<file path="config.mk">
export PLATFORM = sky130hd
export DESIGN_NAME = intel_hex_record_loader_core
export DESIGN_NICKNAME = d
export VERILOG_FILES = /design/src/hw/rtl/ihex_pkg.sv /design/src/hw/rtl/intel_hex_record_loader_core.sv /design/src/hw/rtl/ihex_parser.sv /design/src/hw/rtl/ihex_out_skid.sv
export SDC_FILE = /design/constraint.sdc
export NUM_CORES = 1
export LEC_CHECK = 0
export BUFFER_PORTS_ARGS = -buffer_cell sky130_fd_sc_hd__buf_4
export CAP_MARGIN = 25
export CORE_MARGIN = 5
export CORE_UTILIZATION = 45
export CTS_CLUSTER_DIAMETER = 30
export DETAILED_ROUTE_END_ITERATION = 8
export GPL_TIMING_DRIVEN = 0
export PLACE_DENSITY = 0.59
export SETUP_SLACK_MARGIN = 0.2
export SLEW_MARGIN = 20
export SYNTH_ARGS = -nofsm -noshare
export SYNTH_HDL_FRONTEND = slang
export SYNTH_SLANG_ARGS = --single-unit
</file>
<file path="constraint.sdc">
create_clock -name clk -period 6.8 [get_ports clk]
set_input_delay 1.36 -clock clk [delete_from_list [all_inputs] [get_ports clk]]
set_output_delay 1.36 -clock clk [all_outputs]
set_load 0.02 [all_outputs]
</file>
<file path="src/hw/rtl/ihex_pkg.sv">
// ----------------------------------------------------------------------------
// ihex_pkg
// Shared types, constants and helpers of the Intel HEX record loader.
// ----------------------------------------------------------------------------
package ihex_pkg;

	// Default width of absolute addresses.
	localparam int ADDR_WIDTH_DEF = 32;

	// Configuration port.
	localparam int          CFG_INDEX_W      = 2;
	localparam logic [1:0]  REG_WINDOW_BASE  = 2'd0;
	localparam logic [1:0]  REG_WINDOW_LIMIT = 2'd1;

	// Result kinds.
	localparam logic [1:0] KIND_WRITE   = 2'd0;
	localparam logic [1:0] KIND_OUTSIDE = 2'd1;
	localparam logic [1:0] KIND_UNKNOWN = 2'd2;
	localparam logic [1:0] KIND_EOF     = 2'd3;

	// Low digit of the record type.
	localparam logic [3:0] REC_DATA   = 4'd0;
	localparam logic [3:0] REC_EOF    = 4'd1;
	localparam logic [3:0] REC_SEG    = 4'd2;
	localparam logic [3:0] REC_LIN    = 4'd4;
	localparam logic [3:0] REC_START  = 4'd5;
	localparam logic [3:0] REC_BAD    = 4'd15;

	// Characters.
	localparam logic [7:0] CHAR_CR = 8'h0D;
	localparam logic [7:0] CHAR_LF = 8'h0A;
	localparam logic [7:0] CHAR_0  = 8'h30;
	localparam logic [7:0] CHAR_9  = 8'h39;
	localparam logic [7:0] CHAR_UA = 8'h41;
	localparam logic [7:0] CHAR_UF = 8'h46;
	localparam logic [7:0] CHAR_LA = 8'h61;
	localparam logic [7:0] CHAR_LF_HEX = 8'h66;

	// One result item.
	typedef struct packed {
		logic [1:0]  kind;
		logic [31:0] write_offset;
		logic [7:0]  write_byte;
	} result_t;

	// Value of a hex digit; anything else counts as zero.
	function automatic logic [3:0] hex_value(input logic [7:0] c);
		logic [3:0] v;
		v = 4'd0;
		if (c >= CHAR_0 && c <= CHAR_9) begin
			v = c[3:0];
		end else if (c >= CHAR_UA && c <= CHAR_UF) begin
			v = 4'(c - 8'h37);
		end else if (c >= CHAR_LA && c <= CHAR_LF_HEX) begin
			v = 4'(c - 8'h57);
		end
		return v;
	endfunction

endpackage

</file>
<file path="src/hw/rtl/intel_hex_record_loader_core.sv">
// A character accepted on the input passes the input register and then the result
// register before its result item shows. Throughput: one character per cycle
// unless the output stalls; the parser state update is a single pass.
// A stalled output holds one result and the skid stage one more before s_tready drops.
// Reset (arst_n low) clears the window registers, all parser state and both output slots.
// ----------------------------------------------------------------------------
// intel_hex_record_loader_core
// Parses an Intel HEX character stream into byte writes within an address
// window, with flags for outside records, unknown types and end of file.
// ----------------------------------------------------------------------------
module intel_hex_record_loader_core #(
	parameter int ADDR_WIDTH = ihex_pkg::ADDR_WIDTH_DEF
) (
	input  logic                             clk,
	input  logic                             arst_n,
	// tdata: [7:0] text_char
	input  logic                             s_tvalid,
	output logic                             s_tready,
	input  logic [7:0]                       s_tdata,
	// tdata: [31:0] write_offset, [39:32] write_byte
	output logic                             m_tvalid,
	input  logic                             m_tready,
	output logic [39:0]                      m_tdata,
	// tuser: [1:0] kind
	output logic [1:0]                       m_tuser,
	input  logic                             cfg_valid,
	output logic                             cfg_ready,
	input  logic [ihex_pkg::CFG_INDEX_W-1:0] cfg_index,
	input  logic [31:0]                      cfg_data
);
	import ihex_pkg::*;

	logic [31:0] window_base_q;
	logic [31:0] window_limit_q;
	logic        res_valid;
	logic        res_ready;
	result_t     res;
	result_t     out_data;

	assign cfg_ready = 1'b1;

	// Window registers.
	always_ff @(posedge clk or negedge arst_n) begin
		if (!arst_n) begin
			window_base_q  <= '0;
			window_limit_q <= '0;
		end else if (cfg_valid) begin
			unique case (cfg_index)
				REG_WINDOW_BASE:  window_base_q  <= cfg_data;
				REG_WINDOW_LIMIT: window_limit_q <= cfg_data;
				default: begin
				end
			endcase
		end
	end

	ihex_parser #(
		.ADDR_WIDTH(ADDR_WIDTH)
	) u_parser (
		.clk         (clk),
		.arst_n      (arst_n),
		.in_valid    (s_tvalid),
		.in_ready    (s_tready),
		.in_char     (s_tdata),
		.window_base (window_base_q),
		.window_limit(window_limit_q),
		.res_ready   (res_ready),
		.res_valid   (res_valid),
		.res         (res)
	);

	ihex_out_skid u_out (
		.clk      (clk),
		.arst_n   (arst_n),
		.push     (res_valid),
		.push_data(res),
		.ready    (res_ready),
		.m_valid  (m_tvalid),
		.m_ready  (m_tready),
		.m_data   (out_data)
	);

	assign m_tdata = {out_data.write_byte, out_data.write_offset};
	assign m_tuser = out_data.kind;

endmodule

</file>
<file path="src/hw/rtl/ihex_parser.sv">
// ----------------------------------------------------------------------------
// ihex_parser
// Input register and record parser: while res_ready is high, updates the line
// state for one character per cycle and forms at most one result item for it.
// ----------------------------------------------------------------------------
module ihex_parser #(
	parameter int ADDR_WIDTH = ihex_pkg::ADDR_WIDTH_DEF
) (
	input  logic             clk,
	input  logic             arst_n,
	input  logic             in_valid,
	output logic             in_ready,
	input  logic [7:0]       in_char,
	input  logic [31:0]      window_base,
	input  logic [31:0]      window_limit,
	input  logic             res_ready,
	output logic             res_valid,
	output ihex_pkg::result_t res
);
	import ihex_pkg::*;

	// Character positions within a line.
	localparam logic [9:0] POS_COUNT_HI = 10'd1;
	localparam logic [9:0] POS_COUNT_LO = 10'd2;
	localparam logic [9:0] POS_ADDR_0   = 10'd3;
	localparam logic [9:0] POS_ADDR_1   = 10'd4;
	localparam logic [9:0] POS_ADDR_2   = 10'd5;
	localparam logic [9:0] POS_ADDR_3   = 10'd6;
	localparam logic [9:0] POS_TYPE     = 10'd8;
	localparam logic [9:0] POS_DATA     = 10'd9;
	localparam logic [9:0] POS_OFS_LAST = 10'd12;
	localparam logic [9:0] POS_MAX      = 10'd1023;

	// Input stage.
	logic [7:0] char_s1;
	logic       valid_s1;
	logic       fire;

	// Line and record state.
	logic [9:0]            pos_q, pos_d;
	logic [7:0]            count_q, count_d;
	logic [15:0]           acc_q, acc_d;
	logic [3:0]            kdig_q, kdig_d;
	logic [ADDR_WIDTH-1:0] upper_q, upper_d;
	logic [ADDR_WIDTH-1:0] start_q, start_d;
	logic [ADDR_WIDTH:0]   cur_q, cur_d;
	logic [7:0]            emitted_q, emitted_d;
	logic                  in_window_q, in_window_d;

	// Per-character terms.
	logic [3:0]            digit;
	logic [15:0]           shifted;
	logic [3:0]            kdig_new;
	logic [ADDR_WIDTH-1:0] base_m;
	logic [ADDR_WIDTH-1:0] limit_m;
	logic [31:0]           upper_wide;

	assign fire     = valid_s1 && res_ready;
	assign in_ready = !valid_s1 || fire;

	// Input register.
	always_ff @(posedge clk or negedge arst_n) begin
		if (!arst_n) begin
			valid_s1 <= 1'b0;
		end else if (in_ready) begin
			valid_s1 <= in_valid;
		end
	end

	always_ff @(posedge clk) begin
		if (in_valid && in_ready) begin
			char_s1 <= in_char;
		end
	end

	assign digit    = hex_value(char_s1);
	assign shifted  = {acc_q[11:0], digit};
	assign base_m   = window_base[ADDR_WIDTH-1:0];
	assign limit_m  = window_limit[ADDR_WIDTH-1:0];
	assign kdig_new = (char_s1 >= CHAR_0 && char_s1 <= CHAR_9) ? char_s1[3:0] : REC_BAD;
	assign upper_wide = (kdig_q == REC_SEG) ? {12'd0, shifted, 4'd0} : {shifted, 16'd0};

	// Next state and result for the character in the input register.
	always_comb begin
		pos_d       = pos_q;
		count_d     = count_q;
		acc_d       = acc_q;
		kdig_d      = kdig_q;
		upper_d     = upper_q;
		start_d     = start_q;
		cur_d       = cur_q;
		emitted_d   = emitted_q;
		in_window_d = in_window_q;
		res_valid   = 1'b0;
		res         = '0;
		if (fire) begin
			if (char_s1 == CHAR_LF) begin
				pos_d       = '0;
				in_window_d = 1'b0;
			end else if (char_s1 != CHAR_CR) begin
				if (pos_q != POS_MAX) begin
					pos_d = pos_q + 10'd1;
				end
				priority if (pos_q == POS_COUNT_HI || pos_q == POS_ADDR_0) begin
					acc_d = {12'd0, digit};
				end else if (pos_q == POS_COUNT_LO) begin
					acc_d   = shifted;
					count_d = shifted[7:0];
				end else if (pos_q == POS_ADDR_1 || pos_q == POS_ADDR_2) begin
					acc_d = shifted;
				end else if (pos_q == POS_ADDR_3) begin
					// The record start address is formed as soon as the address is known.
					acc_d   = shifted;
					start_d = upper_q + ADDR_WIDTH'(shifted);
				end else if (pos_q == POS_TYPE) begin
					kdig_d      = kdig_new;
					emitted_d   = '0;
					in_window_d = 1'b0;
					cur_d       = {1'b0, start_q};
					unique case (kdig_new)
						REC_DATA: begin
							if (start_q >= base_m && start_q <= limit_m) begin
								in_window_d = 1'b1;
							end else begin
								res_valid = 1'b1;
								res.kind  = KIND_OUTSIDE;
							end
						end
						REC_EOF: begin
							res_valid = 1'b1;
							res.kind  = KIND_EOF;
						end
						REC_SEG, REC_LIN, REC_START: begin
						end
						default: begin
							res_valid = 1'b1;
							res.kind  = KIND_UNKNOWN;
						end
					endcase
				end else if (pos_q >= POS_DATA) begin
					if (kdig_q == REC_DATA) begin
						if (pos_q[0]) begin
							acc_d = {12'd0, digit};
						end else begin
							acc_d = shifted;
							if (emitted_q < count_q) begin
								emitted_d = emitted_q + 8'd1;
								cur_d     = cur_q + (ADDR_WIDTH+1)'(1);
								// Bytes past the window end are dropped.
								if (in_window_q && !cur_q[ADDR_WIDTH] &&
									cur_q[ADDR_WIDTH-1:0] <= limit_m) begin
									res_valid        = 1'b1;
									res.kind         = KIND_WRITE;
									res.write_offset = 32'(cur_q[ADDR_WIDTH-1:0] - base_m);
									res.write_byte   = shifted[7:0];
								end
							end
						end
					end else if (kdig_q == REC_SEG || kdig_q == REC_LIN) begin
						if (pos_q == POS_DATA) begin
							acc_d = {12'd0, digit};
						end else if (pos_q <= POS_OFS_LAST) begin
							acc_d = shifted;
							if (pos_q == POS_OFS_LAST) begin
								upper_d = ADDR_WIDTH'(upper_wide);
							end
						end
					end
				end else begin
					// The leading colon and the high type digit are skipped.
				end
			end
		end
	end

	// State registers.
	always_ff @(posedge clk or negedge arst_n) begin
		if (!arst_n) begin
			pos_q       <= '0;
			count_q     <= '0;
			acc_q       <= '0;
			kdig_q      <= '0;
			upper_q     <= '0;
			start_q     <= '0;
			cur_q       <= '0;
			emitted_q   <= '0;
			in_window_q <= 1'b0;
		end else begin
			pos_q       <= pos_d;
			count_q     <= count_d;
			acc_q       <= acc_d;
			kdig_q      <= kdig_d;
			upper_q     <= upper_d;
			start_q     <= start_d;
			cur_q       <= cur_d;
			emitted_q   <= emitted_d;
			in_window_q <= in_window_d;
		end
	end

	// A byte write comes only from a record that started inside the window.
	a_write_in_window: assert property (@(posedge clk) disable iff (!arst_n)
		res_valid && res.kind == KIND_WRITE |-> in_window_q && kdig_q == REC_DATA)
		else $error("byte write outside an accepted data record");

	// Flags carry no offset and no byte.
	a_flag_fields_zero: assert property (@(posedge clk) disable iff (!arst_n)
		res_valid && res.kind != KIND_WRITE |-> res.write_offset == '0 && res.write_byte == '0)
		else $error("flag result with nonzero payload");

	// The position saturates and only a line feed brings it back.
	a_pos_saturates: assert property (@(posedge clk) disable iff (!arst_n)
		pos_q == POS_MAX |=> pos_q == POS_MAX || pos_q == '0)
		else $error("character position wrapped");

endmodule

</file>
<file path="src/hw/rtl/ihex_out_skid.sv">
// ----------------------------------------------------------------------------
// ihex_out_skid
// Result register with a skid stage, so that the parser keeps going for
// one more item while the consumer stalls.
// ----------------------------------------------------------------------------
module ihex_out_skid (
	input  logic              clk,
	input  logic              arst_n,
	input  logic              push,
	input  ihex_pkg::result_t push_data,
	output logic              ready,
	output logic              m_valid,
	input  logic              m_ready,
	output ihex_pkg::result_t m_data
);
	import ihex_pkg::*;

	logic    out_valid_q;
	logic    skid_valid_q;
	result_t out_q;
	result_t skid_q;
	logic    pop;

	assign pop     = out_valid_q && m_ready;
	assign ready   = !skid_valid_q;
	assign m_valid = out_valid_q;
	assign m_data  = out_q;

	// Valid flags.
	always_ff @(posedge clk or negedge arst_n) begin
		if (!arst_n) begin
			out_valid_q  <= 1'b0;
			skid_valid_q <= 1'b0;
		end else if (!out_valid_q || pop) begin
			out_valid_q  <= skid_valid_q || push;
			skid_valid_q <= 1'b0;
		end else if (push) begin
			skid_valid_q <= 1'b1;
		end
	end

	// Payload: the skid entry is older than a new push.
	always_ff @(posedge clk) begin
		if (!out_valid_q || pop) begin
			out_q <= skid_valid_q ? skid_q : push_data;
		end else if (push) begin
			skid_q <= push_data;
		end
	end

	// The skid entry is only ever filled behind a held result.
	a_skid_behind_out: assert property (@(posedge clk) disable iff (!arst_n)
		skid_valid_q |-> out_valid_q)
		else $error("skid entry without a result in front");

	// The parser never pushes into a full skid stage.
	a_no_overflow: assert property (@(posedge clk) disable iff (!arst_n)
		skid_valid_q |-> !push)
		else $error("push into full skid stage");

	// Draining the result moves the skid entry forward.
	a_skid_drains: assert property (@(posedge clk) disable iff (!arst_n)
		pop && skid_valid_q |=> out_valid_q && !skid_valid_q)
		else $error("skid entry lost on drain");

endmodule

</file>
==> flow_results.org <==
** Run status
- Result of the run :: finished clean

** Final layout
- The finished cells cover 21300 um^2.
- Post-Layout Cell Count :: between 2k and 3k
- The filler cells instantiated in the layout total between 3k and 4k.
- Fraction of final layout cells sized beyond drive strength 1 :: around 15%
- Layout overhead on the synthesized area :: 22.7%
- Storage element area :: ~8000 um^2
- Net total in the final layout :: 2193
- N_diodes :: 0
- Area taken by multi-input logic gates :: slightly below 9000 um^2

** Clock tree
- Post-CTS sizing :: 0
- TritonCTS built the clock tree.
- CTS saw 295 sinks.
- Longest Clk Path Bufs :: 3
- Clk Latency, worst-skew pair :: ~590 ps
- After clock tree synthesis, the clock-pin slew on the worst setup and hold paths is 40 ps.
- TritonCTS created 70 clock buffers.
- Number of buffers inserted to repair setup after CTS :: 0
- CTS built an H-tree with a depth of 3.
- The root buffer cell chosen for the clock tree is clkbuf_16.
- Count of hold buffers inserted by post-cts repair :: 0

** Critical path
- The worst setup path is launched from a flop.
- Nature of the critical path endpoint :: flop
- Worst path required time :: approximately 7000 ps
- By startpoint and endpoint, the worst setup path is classified as reg2reg.
- In this run the worst path has a maximum fanout of 11.
- Arrival time worst endpoint :: between 4000 and 5000 ps

** STA
- The number of failing hold endpoints at the final stage was 0.
- On the final layout, the worst hold slack is about 480 ps.
- Final Setup Violations :: 0
- The worst path needs 4000 ps of the cycle, external delays included.
- Headroom to the max-slew limit came out at roughly a third.
- Once routing completed, OpenROAD measured the worst setup slack at ~2800 ps.
- Across the routed clock network, the largest skew measured is approximately 37 ps.
- At the pin with the least slew margin, the transition time is 1010 ps.
- The number of max-slew violations in the final report was 0.
- Share of the cycle needed by the critical path after routing :: 58.9%
- For this run, the top clock speed supported by timing is between 200 and 250 MHz.
- Setup repair after global routing left no endpoint under its margin.

** Yosys
- In the post-synthesis netlist, the cell with the most instances is nand2_1.
- In the synthesized netlist the dominant register cell turns out to be dfrtp_1.
- Top-area cell type share of the netlist area :: between 20% and 30%
- Leading cell types by total area after synthesis :: dfrtp_1 29%, edfxtp_1 16%, ha_1 11%
- Synthesis warning total :: 0
- Yosys mapped the design onto 82 distinct sky130hd cell types.
- Post-synthesis cell count :: ~1.8k
- Counting flops and latches in the post-synthesis netlist gives slightly below 300.
- The mapped netlist covers between 15000 and 20000 um^2.
- After synthesis, the mean cell area works out to between 9 and 10 um^2.
- Fraction of registers with async set or reset after synthesis :: 68.8%
- Share of the yosys chip area belonging to registers :: between 40% and 50%
- Dominant cell type by area after synthesis :: dfrtp_1
- Synthesized netlist net count :: a little over 2k
- Number of enable-type register cells in the synthesized netlist :: 92
- Ranked by instance count, the synthesized netlist is headed by 229 x nand2_1, 203 x dfrtp_1, 171 x o21ai_0.

** Power and ir drop
- Internal portion of total power :: about 5400 uW
- Relative contribution of combinational cells to total power :: approximately 27%
- Across the VDD grid, the largest voltage drop is 0.000247 V.
- Overall power consumption after layout is estimated at roughly 8000 uW.
- Proportion of power drawn by the clock network :: a little over two fifths
- P_sw :: between 2000 and 3000 uW
- Areal power density over the cells :: between 300 and 400 nW/um^2
- Portion of total power attributed to sequential cells :: about 30%
- Switching fraction of total power :: ~33%
- Leakage component of the power :: 0.00973 uW

** Placement
- Routability congestion estimate from global placement :: 0.906
- Area after detailed placement :: 18800 um^2
- PortBufs :: 90
- Summed over all nets, the half-perimeter wirelength after detailed placement is roughly 37 mm.
- The number of placed instances, taps included, is 2425.
- Before CTS, the worst setup slack after placement is around 2800 ps.

** Floorplan
- Initial cell density of the core :: around 46%
- Die area :: 42500 um^2
- The die is 206 um wide.
- 92 I/O pins were placed.
- Core Box Area :: about 38000 um^2
- The die is 206 um tall.
- Row cnt :: between 70 and 80

** GRT
- Number of global-route vias before repair :: ~14k
- Global routing used between 20% and 30% of the available tracks.
- The first global-routing pass estimated about 76 mm of wire.
- Remaining global-route overflow :: 0
- The initial antenna violation count is 0.
- Largest net degree at the start of global routing :: 96

** Route
- After detailed routing, the total wire length is a little under 50 mm.
- Via total after detailed routing :: approximately 14k
- Detailed-router iteration count before antenna repair :: 7
- The first routing iteration left 958 violations.
- Number of vias per cell after detailed routing :: roughly 5.6
- After detailed routing, the number of remaining DRC violations is 0.
- Post-detailed-route wirelength per cell :: ~19 um
- Once detail routing completed, the nets flagged for antenna violations numbered 0.

** Hold path
- HP Class :: reg2reg

** Run
- Max-cap violations :: 0
routing by layer:
metal,GRT usage [%],routed length [um]
met5,0,0
met4,8.20,1560
met3,4.16,2560
met2,37.3,22400
met1,30.4,21600
flip-flops by register name, indices dropped and copies added (netlist names):
name / count
window_base_q: 32
u_parser.count_q: 8
u_out.m_data: 42
u_parser.cur_q: 33
u_parser.char_s1: 8
u_parser.start_q: 32
u_parser.valid_s1: 1
u_out.skid_q: 42
u_parser.acc_q: 12
u_parser.kdig_q: 4
u_parser.emitted_q: 8
u_parser.upper_q: 28
u_out.skid_valid_q: 1
window_limit_q: 32
u_out.m_valid: 1
u_parser.pos_q: 10
u_parser.in_window_q: 1
path summary, 6_finish.rpt:
check / startpoint / end / slack, ps / cells after the start
min: u_parser.count_q[6]$_DFFE_PN0P_ / u_parser.count_q[6]$_DFFE_PN0P_ / 480 / 2
max: u_parser.cur_q[30]$_DFFE_PN0P_ / u_out.skid_q[38]$_DFFE_PP_ / 2800 / 11
max reg2reg: u_parser.cur_q[30]$_DFFE_PN0P_ / u_out.skid_q[38]$_DFFE_PP_ / 2800 / 11
min in group asynchronous: arst_n / u_parser.upper_q[30]$_DFFE_PN0P_ / 680 / 1
min reg2reg: u_parser.count_q[6]$_DFFE_PN0P_ / u_parser.count_q[6]$_DFFE_PN0P_ / 480 / 2
max in group asynchronous: arst_n / u_parser.start_q[0]$_DFFE_PN0P_ / 5330 / 2
power groups by stage:
stage	Sequential, uW	Combinational [uW]	Clock (uW)
2_1_floorplan	2340	1560	0
3_3_place_gp	2410	2100	0
3_5_place_dp	2420	2140	0
4_1_cts	2400	2160	3550
5_1_grt	2440	2450	3660
6_report	2400	2160	3500
through the flow:
step | TNS [ps] | util, %
finish | 0 | 56.2
detailed placement | 0 | 49.6
global route | 0 | 56.2
CTS | 0 | 56.2
floorplan | 0 | -
global placement | -43500 | 49.3
final cells by class:
cell class,count,share of cell area (%)
Buffer,73,1.44
Tap cell,511,3.01
Clock inverter,46,3.04
Clock buffer,83,8.65
Multi-Input combinational cell,1350,41.5
Inverter,98,1.73
Timing Repair Buffer,99,3.77
Sequential cell,295,36.9
kinds of logic (layout without fill, tap and decap cells):
kind of cell | Yosys count | after routing | share of synthesized area, %
compound gates | 511 | 511 | 17.8
xor+xnor | 66 | 66 | 3.34
fa+ha+maj | 160 | 160 | 11.6
buf+inv | 171 | 399 | 3.88
flops | 295 | 295 | 45.3
mux | 39 | 39 | 2.51
other cells | 1 | 1 | 0.0216
simple gates | 573 | 573 | 15.6
placed cells by master (no fill, tap or decap), drive strengths merged, types with 6 or more instances in the layout:
| cell | n |
|---|---|
| o21bai | 6 |
| o22ai | 16 |
| a211oi | 11 |
| nand3 | 49 |
| a21o | 55 |
| ha | 157 |
| o21ai | 174 |
| clkbuf | 136 |
| or2 | 8 |
| clkinvlp | 9 |
| bufinv | 13 |
| a22o | 12 |
| dfrtp | 203 |
| nor4 | 11 |
| inv | 102 |
| a21oi | 154 |
| and3 | 12 |
| o31ai | 17 |
| nor2b | 12 |
| nor3 | 33 |
| and2 | 8 |
| a31oi | 9 |
| mux2 | 35 |
| o21a | 8 |
| nand2 | 230 |
| edfxtp | 92 |
| o211ai | 6 |
| buf | 119 |
| nor2 | 123 |
| nand2b | 18 |
| xnor2 | 27 |
| xor2 | 39 |
| clkinv | 20 |
| nand4 | 39 |
worst max-delay path: stages, from the launching register on:
cell	delay [ps]
dfrtp_1	470
ha_1	370
nand4_1	190
nor4_1	750
nand2_1	100
a21oi_1	390
a31oi_1	170
nor3_2	340
buf_4	280
buf_4	220
buf_4	220
buf_4	220
No activity file was read; power rests on OpenSTA's default activity.
